## config.mk

```make
export PLATFORM = sky130hd
export DESIGN_NAME = ema_smoother_with_warmup
export DESIGN_NICKNAME = d
export VERILOG_FILES = /design/src/sv/ems_pkg.sv /design/src/sv/ems_serial_div.sv /design/src/sv/ems_serial_mac.sv /design/src/sv/ema_smoother_with_warmup.sv
export SDC_FILE = /design/constraint.sdc
export NUM_CORES = 2
export LEC_CHECK = 0
export BUFFER_PORTS_ARGS = -buffer_cell sky130_fd_sc_hd__buf_2
export CAP_MARGIN = 20
export CORE_AREA = 2 2 349 213
export CTS_CLUSTER_SIZE = 8
export DETAILED_ROUTE_END_ITERATION = 6
export DIE_AREA = 0 0 351 215
export PLACE_DENSITY = 0.8
export SYNTH_ARGS = -nofsm -noshare
export SYNTH_HDL_FRONTEND = slang
export SYNTH_SLANG_ARGS = --single-unit
```

## constraint.sdc

```tcl
create_clock -name clk -period 9 [get_ports clk]
set_input_delay 1.8 -clock clk [delete_from_list [all_inputs] [get_ports clk]]
set_output_delay 1.8 -clock clk [all_outputs]
set_load 0.1 [all_outputs]
```

## src/sv/ems_pkg.sv

```systemverilog
// Shared widths, register indexes, reset values and request types for the smoother.
`timescale 1ns / 1ps
package ems_pkg;

  localparam int SAMPLE_W   = 48;
  localparam int COUNT_W    = 8;
  localparam int TOTAL_W    = 56;
  localparam int ALPHA_W    = 16;
  localparam int ABOVE_W    = 47;
  localparam int BELOW_W    = 16;
  localparam int DIFF_W     = SAMPLE_W + 1;
  localparam int PROD_W     = DIFF_W + ALPHA_W;
  localparam int CFG_ADDR_W = 2;
  localparam int CFG_DATA_W = 47;

  localparam logic [CFG_ADDR_W-1:0] REG_WARMUP = 2'd0;
  localparam logic [CFG_ADDR_W-1:0] REG_ALPHA  = 2'd1;
  localparam logic [CFG_ADDR_W-1:0] REG_ABOVE  = 2'd2;
  localparam logic [CFG_ADDR_W-1:0] REG_BELOW  = 2'd3;

  localparam logic [COUNT_W-1:0] WARMUP_RST = 8'd50;
  localparam logic [ALPHA_W-1:0] ALPHA_RST  = 16'd21845;
  localparam logic [ABOVE_W-1:0] ABOVE_RST  = 47'd65536000000;
  localparam logic [BELOW_W-1:0] BELOW_RST  = 16'd7;

  typedef struct packed {
    logic               start;
    logic [TOTAL_W-1:0] dividend;
    logic [COUNT_W-1:0] divisor;
  } div_req_t;

  typedef struct packed {
    logic                     start;
    logic [ALPHA_W-1:0]       alpha;
    logic signed [DIFF_W-1:0] diff;
  } mac_req_t;

endpackage

```

## src/sv/ems_serial_div.sv

```systemverilog
// Restoring divider that produces one quotient bit per cycle.
`timescale 1ns / 1ps
module ems_serial_div (
  input  logic                         clk,
  input  logic                         rst_n,
  input  ems_pkg::div_req_t            req,
  output logic                         done,
  output logic [ems_pkg::TOTAL_W-1:0]  quotient
);

  localparam int CNT_W = $clog2(ems_pkg::TOTAL_W);

  logic [ems_pkg::TOTAL_W-1:0] num_r;
  logic [ems_pkg::COUNT_W-1:0] div_r;
  logic [ems_pkg::COUNT_W-1:0] rem_r;
  logic [ems_pkg::COUNT_W-1:0] rem_nxt;
  logic [CNT_W-1:0]            cnt_r;
  logic                        busy_r;
  logic                        done_r;
  logic [ems_pkg::COUNT_W:0]   trial;
  logic                        fits;

  always_comb begin
    trial   = {rem_r, num_r[ems_pkg::TOTAL_W-1]};
    fits    = trial >= {1'b0, div_r};
    rem_nxt = fits ? ems_pkg::COUNT_W'(trial - {1'b0, div_r})
                   : trial[ems_pkg::COUNT_W-1:0];
  end

  always_ff @(posedge clk) begin
    if (!rst_n) begin
      busy_r <= 1'b0;
      done_r <= 1'b0;
    end else begin
      done_r <= 1'b0;
      if (req.start) begin
        busy_r <= 1'b1;
        cnt_r  <= CNT_W'(ems_pkg::TOTAL_W - 1);
      end else if (busy_r) begin
        cnt_r <= cnt_r - 1'b1;
        if (cnt_r == '0) begin
          busy_r <= 1'b0;
          done_r <= 1'b1;
        end
      end
    end
  end

  // Shift the dividend out at the top and the quotient bits in at the bottom.
  always_ff @(posedge clk) begin
    if (req.start) begin
      num_r <= req.dividend;
      div_r <= req.divisor;
      rem_r <= '0;
    end else if (busy_r) begin
      num_r <= {num_r[ems_pkg::TOTAL_W-2:0], fits};
      rem_r <= rem_nxt;
    end
  end

  assign done     = done_r;
  assign quotient = num_r;

endmodule

```

## src/sv/ems_serial_mac.sv

```systemverilog
// Shift-add multiplier of the weight by the signed difference, one weight bit per cycle.
`timescale 1ns / 1ps
module ems_serial_mac (
  input  logic                              clk,
  input  logic                              rst_n,
  input  ems_pkg::mac_req_t                 req,
  output logic                              done,
  output logic signed [ems_pkg::PROD_W-1:0] product
);

  localparam int CNT_W = $clog2(ems_pkg::ALPHA_W);

  logic signed [ems_pkg::PROD_W-1:0] acc_r;
  logic signed [ems_pkg::PROD_W-1:0] acc_nxt;
  logic [ems_pkg::ALPHA_W-1:0]       alpha_r;
  logic signed [ems_pkg::DIFF_W-1:0] diff_r;
  logic [CNT_W-1:0]                  cnt_r;
  logic                              busy_r;
  logic                              done_r;

  // Take the weight most significant bit first.
  always_comb begin
    acc_nxt = acc_r <<< 1;
    if (alpha_r[ems_pkg::ALPHA_W-1]) begin
      acc_nxt = acc_nxt + {{ems_pkg::ALPHA_W{diff_r[ems_pkg::DIFF_W-1]}}, diff_r};
    end
  end

  always_ff @(posedge clk) begin
    if (!rst_n) begin
      busy_r <= 1'b0;
      done_r <= 1'b0;
    end else begin
      done_r <= 1'b0;
      if (req.start) begin
        busy_r <= 1'b1;
        cnt_r  <= CNT_W'(ems_pkg::ALPHA_W - 1);
      end else if (busy_r) begin
        cnt_r <= cnt_r - 1'b1;
        if (cnt_r == '0) begin
          busy_r <= 1'b0;
          done_r <= 1'b1;
        end
      end
    end
  end

  always_ff @(posedge clk) begin
    if (req.start) begin
      acc_r   <= '0;
      alpha_r <= req.alpha;
      diff_r  <= req.diff;
    end else if (busy_r) begin
      acc_r   <= acc_nxt;
      alpha_r <= {alpha_r[ems_pkg::ALPHA_W-2:0], 1'b0};
    end
  end

  assign done    = done_r;
  assign product = acc_r;

endmodule

```

## src/sv/ema_smoother_with_warmup.sv

```systemverilog
// Top level: warm-up mean and exponential moving average of a sample stream.
//
//  channel | direction | tdata / data             | tuser / addr
//  in_     | slave     | sample[47:0]             | no_value[0]
//  out_    | master    | smoothed[47:0]           | warming_up, output_valid, sample_replaced
//  cfg_    | slave     | cfg_data[46:0]           | cfg_addr[1:0] register index
//
// One item at a time. A warm-up item waits on the serial divider that yields
// 56 quotient bits (the divider is not started while no sample has been taken yet);
// a run item waits on the 16 weight bits of the serial multiplier.
// The next request is taken in the cycle after the result is loaded.
// The output register lets a new request enter while a result waits to be taken.
// Reset (synchronous, active low) loads register defaults and clears the state.
// Configuration writes are always ready and take effect in the next cycle.
`timescale 1ns / 1ps
module ema_smoother_with_warmup (
  input  logic                               clk,
  input  logic                               rst_n,
  input  logic                               in_tvalid,
  output logic                               in_tready,
  input  logic [ems_pkg::SAMPLE_W-1:0]       in_tdata,   // sample[47:0]
  input  logic [0:0]                         in_tuser,   // no_value[0]
  output logic                               out_tvalid,
  input  logic                               out_tready,
  output logic [ems_pkg::SAMPLE_W-1:0]       out_tdata,  // smoothed[47:0]
  output logic [2:0]                         out_tuser,  // warming_up[0], output_valid[1],
                                                         // sample_replaced[2]
  input  logic                               cfg_valid,
  output logic                               cfg_ready,
  input  logic [ems_pkg::CFG_ADDR_W-1:0]     cfg_addr,
  input  logic [ems_pkg::CFG_DATA_W-1:0]     cfg_data
);

  localparam logic [3:0] ST_IDLE  = 4'd0;
  localparam logic [3:0] ST_EVAL  = 4'd1;
  localparam logic [3:0] ST_WARM  = 4'd2;
  localparam logic [3:0] ST_DSET  = 4'd3;
  localparam logic [3:0] ST_DGO   = 4'd4;
  localparam logic [3:0] ST_DWAIT = 4'd5;
  localparam logic [3:0] ST_RUN   = 4'd6;
  localparam logic [3:0] ST_MGO   = 4'd7;
  localparam logic [3:0] ST_MWAIT = 4'd8;
  localparam logic [3:0] ST_FIN   = 4'd9;

  localparam int SW = ems_pkg::SAMPLE_W;
  localparam int TW = ems_pkg::TOTAL_W;
  localparam int CW = ems_pkg::COUNT_W;
  localparam int DW = ems_pkg::DIFF_W;
  localparam int PW = ems_pkg::PROD_W;

  logic [3:0]                 st_r;
  logic [CW-1:0]              warmup_r;
  logic [ems_pkg::ALPHA_W-1:0] alpha_r;
  logic [ems_pkg::ABOVE_W-1:0] above_r;
  logic [ems_pkg::BELOW_W-1:0] below_r;

  logic [CW-1:0]              remaining_r;
  logic [TW-1:0]              total_r;
  logic [SW-1:0]              baseline_r;
  logic [SW-1:0]              last_r;

  logic [SW-1:0]              sample_r;
  logic                       nov_r;
  logic                       rej_r;
  logic                       warm_r;
  logic [TW-1:0]              tmag_r;
  logic [CW-1:0]              d_r;
  logic signed [DW-1:0]       diff_r;
  logic [SW-1:0]              res_r;
  logic                       valid_r;

  logic                       out_tvalid_r;
  logic [SW-1:0]              out_data_r;
  logic [2:0]                 out_user_r;

  logic [SW-1:0]              smag;
  logic                       rejected;
  logic [SW-1:0]              xs;
  logic [SW-1:0]              quo_lo;
  logic [SW-1:0]              mean;
  logic [PW:0]                ema_sum;

  ems_pkg::div_req_t          div_req;
  ems_pkg::mac_req_t          mac_req;
  logic                       div_done;
  logic [TW-1:0]              div_quo;
  logic                       mac_done;
  logic signed [PW-1:0]       mac_prod;

  assign in_tready = (st_r == ST_IDLE);
  assign cfg_ready = 1'b1;

  always_comb begin
    smag     = sample_r[SW-1] ? SW'('0 - sample_r) : sample_r;
    rejected = nov_r || (smag > {1'b0, above_r})
               || (smag < {{(SW - ems_pkg::BELOW_W){1'b0}}, below_r});
    xs       = rej_r ? baseline_r : sample_r;
    quo_lo   = div_quo[SW-1:0];
    mean     = total_r[TW-1] ? SW'('0 - quo_lo) : quo_lo;
    // (last << 16) + 32768 + alpha * (x - last)
    ema_sum  = {{2{last_r[SW-1]}}, last_r, 16'h8000} + {mac_prod[PW-1], mac_prod};
  end

  always_comb begin
    div_req.start    = (st_r == ST_DGO) && (d_r != '0);
    div_req.dividend = tmag_r + {{(TW - CW + 1){1'b0}}, d_r[CW-1:1]};
    div_req.divisor  = d_r;
    mac_req.start    = (st_r == ST_MGO);
    mac_req.alpha    = alpha_r;
    mac_req.diff     = diff_r;
  end

  ems_serial_div u_div (
    .clk      (clk),
    .rst_n    (rst_n),
    .req      (div_req),
    .done     (div_done),
    .quotient (div_quo)
  );

  ems_serial_mac u_mac (
    .clk     (clk),
    .rst_n   (rst_n),
    .req     (mac_req),
    .done    (mac_done),
    .product (mac_prod)
  );

  always_ff @(posedge clk) begin
    if (!rst_n) begin
      st_r         <= ST_IDLE;
      out_tvalid_r <= 1'b0;
      warmup_r     <= ems_pkg::WARMUP_RST;
      alpha_r      <= ems_pkg::ALPHA_RST;
      above_r      <= ems_pkg::ABOVE_RST;
      below_r      <= ems_pkg::BELOW_RST;
      remaining_r  <= ems_pkg::WARMUP_RST;
      total_r      <= '0;
      baseline_r   <= '0;
      last_r       <= '0;
    end else begin
      // a taken result clears the register, unless a finished result reloads it in the same cycle
      if (out_tvalid_r && out_tready && (st_r != ST_FIN)) begin
        out_tvalid_r <= 1'b0;
      end
      unique case (st_r)
        ST_IDLE: begin
          if (in_tvalid) begin
            sample_r <= in_tdata;
            nov_r    <= in_tuser[0];
            st_r     <= ST_EVAL;
          end
        end
        ST_EVAL: begin
          rej_r  <= rejected;
          warm_r <= (remaining_r != '0);
          st_r   <= (remaining_r != '0) ? ST_WARM : ST_RUN;
        end
        ST_WARM: begin
          if (!rej_r) begin
            remaining_r <= remaining_r - 1'b1;
            total_r     <= total_r + {{(TW - SW){sample_r[SW-1]}}, sample_r};
          end
          st_r <= ST_DSET;
        end
        ST_DSET: begin
          tmag_r <= total_r[TW-1] ? TW'('0 - total_r) : total_r;
          d_r    <= warmup_r - remaining_r;
          st_r   <= ST_DGO;
        end
        ST_DGO: begin
          if (d_r == '0) begin
            // No sample taken yet: report zero, marked invalid.
            res_r   <= '0;
            valid_r <= 1'b0;
            if (remaining_r == '0) begin
              baseline_r <= '0;
              last_r     <= '0;
            end
            st_r <= ST_FIN;
          end else begin
            st_r <= ST_DWAIT;
          end
        end
        ST_DWAIT: begin
          if (div_done) begin
            res_r   <= mean;
            valid_r <= 1'b1;
            if (remaining_r == '0) begin
              baseline_r <= mean;
              last_r     <= mean;
            end
            st_r <= ST_FIN;
          end
        end
        ST_RUN: begin
          diff_r <= $signed({xs[SW-1], xs}) - $signed({last_r[SW-1], last_r});
          st_r   <= ST_MGO;
        end
        ST_MGO: begin
          st_r <= ST_MWAIT;
        end
        ST_MWAIT: begin
          if (mac_done) begin
            res_r   <= ema_sum[SW+15:16];
            last_r  <= ema_sum[SW+15:16];
            valid_r <= 1'b1;
            st_r    <= ST_FIN;
          end
        end
        ST_FIN: begin
          // Hold the result until the output register is free.
          if (!out_tvalid_r || out_tready) begin
            out_tvalid_r <= 1'b1;
            out_data_r   <= res_r;
            out_user_r   <= {rej_r, valid_r, warm_r};
            st_r         <= ST_IDLE;
          end
        end
        default: begin
          st_r <= ST_IDLE;
        end
      endcase
      if (cfg_valid) begin
        unique case (cfg_addr)
          ems_pkg::REG_WARMUP: begin
            warmup_r    <= cfg_data[CW-1:0];
            remaining_r <= cfg_data[CW-1:0];
            total_r     <= '0;
          end
          ems_pkg::REG_ALPHA: alpha_r <= cfg_data[ems_pkg::ALPHA_W-1:0];
          ems_pkg::REG_ABOVE: above_r <= cfg_data[ems_pkg::ABOVE_W-1:0];
          ems_pkg::REG_BELOW: below_r <= cfg_data[ems_pkg::BELOW_W-1:0];
          default: begin
          end
        endcase
      end
    end
  end

  assign out_tvalid = out_tvalid_r;
  assign out_tdata  = out_data_r;
  assign out_tuser  = out_user_r;

`ifndef SYNTHESIS
  a_accept_eval: assert property (@(posedge clk) disable iff (!rst_n)
    (in_tvalid && in_tready) |=> (st_r == ST_EVAL))
    else $error("accepted request did not enter evaluation");

  a_div_done_state: assert property (@(posedge clk) disable iff (!rst_n)
    div_done |-> (st_r == ST_DWAIT))
    else $error("divider finished outside its wait state");

  a_mac_done_state: assert property (@(posedge clk) disable iff (!rst_n)
    mac_done |-> (st_r == ST_MWAIT))
    else $error("multiplier finished outside its wait state");

  a_fin_load: assert property (@(posedge clk) disable iff (!rst_n)
    ((st_r == ST_FIN) && (!out_tvalid_r || out_tready)) |=> (out_tvalid_r && in_tready))
    else $error("finished result was not loaded into the output register");
`endif

endmodule
```

==> metrics <==
worst-path cell chain or4_4, or4_4, or3_4, nand2b_1, o31ai_1, xnor2_1, ha_1, nand4_1, nor2_1, nand3_1, or3_1, nor3_1, nand2_1, or4_1, o21ai_0, nand3b_1; Synth-to-Final Area Change 10.1%; cells on worst reg2reg path 16; vias in the first global route 35700; pin count of the biggest net entering global routing 118; Die H 215 um; final WL 143 mm; IO Count 157; Worst EP required 9.41 ns; synth cell count leaders 744 x nand2_1, 482 x a21oi_1, 403 x edfxtp_1; Max Cap Viol 0; Worst-path clk slew 0.06 ns; clk buf depth 3; DRC violations left 17; die width 351 um; ys async rst share 0%; crit path capture type flip-flop; fin crit share 56.6%; DP Area 46500 um2; cell taking the most area after synthesis edfxtp_1; fmax 196 MHz; critical path type flip-flop to flip-flop; ys flop type edfxtp_1; fin. max-slew vios 0; Ys Warns 0; PortBufs 155; global-route usage over all layers 37.0%; reg-to-reg slack, setup 3.91 ns; # rows 77; syn nets 5445; Setup Viol. Count Final 0; most frequent CP cell or4_4; skew final 0.0407 ns; H-tree levels 3; number of enable flip-flop cells after synthesis 403; utilization after layout 68.3%; finished layout cell area 49600 um2; GRT overflow 0; CTS tree done; Hold Path Cell Cnt 0; CP Launch Type flip-flop; number of synthesized register bits 731; Power Density 297 nW/um2; Hold Path Sink out_tdata[9]; failing checks DRC; HP Class flip-flop to flip-flop; Starting Density 62.1%; area share of the largest cell type after synthesis 26.9%; post-CTS resize count 0; Crit-path slowest cell or4_4; core area 72500 um2; Final Hold Fails 0; layout cells sized above 1 7.99%; total power 14.7 mW; number of library cell types mapped by synthesis 84; CP max FO 6; cts bufs inserted 101; DR vias 39500; worst path bufs/invs 0; minimum clock period 5.09 ns; post-synthesis sequential area ratio 41.5%; gpl congestion 1.01; global-route wire length before repair 214 mm; initial antenna violation count 3; ranking of synthesized cells by area edfxtp_1 27%, dfxtp_1 15%, ha_1 8.4%; Nets 5508; Via density 6.41; hold buffers post-CTS 0; cell with the most instances after synthesis nand2_1; Worst EP arrival 5.51 ns; Avg Cell Area, Syn 8.95 um2; Die Footprint 75500 um2; per-cell routed wire length 23.2 um; FF-to-FF End rej_r; CP peak stage delay 0.57 ns; CP delay by family, top simple AND/OR/NAND/NOR gates; Relative slew margins 24.8%; Hold Path Origin res_r[9]; leakage power total 19.6 nW; Root Buffer clkbuf_16; synthesized area 45000 um2; Worst-Skew Late Latency 0.69 ns; clock sinks 731; HPWL Detailed 108 mm; DRT iter0 DRCs 5853; setup bufs post-CTS 0; Max VDD drop 0.000193 V; setup TNS 0 ns; RSZ-0062 raised after global routing false; status finished, violations left; Pre-antenna DRT Iters 7; Antenna Nets Post-Route 0; Syn Inst Count 5032; Worst Tran Pin Value 1.11 ns; R2R Path Start sample_r[8]
[layout make-up]
cell class / instances / area [um2]
Tap cell: 987 / 1230
Multi-Input combinational cell: 3821 / 24600
Clock inverter: 7 / 149
Inverter: 239 / 901
Fill cell: 5694 / 23000
Sequential cell: 731 / 18700
Antenna cell: 1 / 2.50
Timing Repair Buffer: 201 / 1140
Clock buffer: 181 / 2840
[cells in the final DEF (no fill, tap or decap), drive strengths merged, types with 14 or more instances in the layout]
cell type	instances
nand2	744
a21oi	482
edfxtp	403
dfxtp	328
o21ai	328
ha	303
nor2	295
xnor2	249
inv	240
buf	200
clkbuf	182
a21o	159
xor2	148
nand4	81
nand3	78
a211oi	72
nor3	62
o21bai	59
mux2i	57
or3	57
o31ai	53
nand2b	49
mux2	46
nor2b	42
a31oi	38
and3	38
nor4	36
o21a	33
o22ai	30
o211ai	27
or4	27
o41ai	25
or2	23
nor3b	17
a21boi	16
and2	15
a211o	15
a221oi	14
[state kept, by name (all words and copies together), names as in the netlist, 16 cells and up]
register,count
sample_r,48
alpha_r,16
res_r,48
below_r,16
diff_r,49
out_tdata,48
u_div.quotient,56
total_r,56
tmag_r,56
baseline_r,48
above_r,47
u_mac.alpha_r,16
last_r,48
u_mac.diff_r,49
u_mac.product,64
[kinds of logic (layout without fill, tap and decap cells)]
kind of cell / Yosys count / after routing / share of synthesized area, %
simple gates: 1592 / 1592 / 16.3
compound gates: 1418 / 1418 / 19.3
flops: 731 / 731 / 41.5
buf+inv: 480 / 628 / 4.01
xor+xnor: 397 / 397 / 7.72
fa+ha+maj: 310 / 310 / 8.73
mux: 103 / 103 / 2.42
other cells: 1 / 2 / 0.00833
[metal layers]
| metal | GRT usage, % | up-vias | share of wire (%) |
|---|---|---|---|
| met1 | 57.1 | 18500 | 44 |
| li1 | - | 18300 | - |
| met3 | 12.1 | 255 | 15 |
| met4 | 10.2 | 2 | 2.9 |
| met2 | 48.6 | 2441 | 39 |
| met5 | 1.28 | - | 0.093 |
[stage by stage]
stage | setup slack [ns] | hold slack, ns | std cells
floorplan | 1.66 | 0.400 | 5032
global placement | 4.12 | 0.402 | 5975
detailed placement | 4.06 | 0.405 | 5976
CTS | 3.99 | 0.409 | 6164
global route | 3.67 | 0.423 | 6167
finish | 3.91 | 0.410 | 6168
[how the worst max path moves through the flow]
stage | from | end | slack [ns] | depth (start not counted)
floorplan | rst_n | diff_r[0] | 1.66 | 3
global placement | sample_r[9] | rej_r | 4.12 | 16
detailed placement | sample_r[9] | rej_r | 4.06 | 16
CTS | sample_r[8] | rej_r | 3.99 | 16
global route | sample_r[8] | rej_r | 3.67 | 16
finish | sample_r[8] | rej_r | 3.91 | 16
[worst register-to-register path, cell delays in order (launching register included)]
cell and delay (ns):
edfxtp_1 0.51, or4_4 0.54, or4_4 0.57, or3_4 0.42, nand2b_1 0.18, o31ai_1 0.27, xnor2_1 0.15, ha_1 0.31
nand4_1 0.09, nor2_1 0.18, nand3_1 0.14, or3_1 0.42, nor3_1 0.29, nand2_1 0.11, or4_1 0.49, o21ai_0 0.09
nand3b_1 0.09
[where the power goes]
group / internal (mW) / switching, mW / leakage (nW)
Clock: 2.13 / 1.53 / 1.41
Sequential: 4.14 / 0.540 / 6.35
Combinational: 2.30 / 4.09 / 11.8
Note: power is estimated with default switching activity, not from simulation.
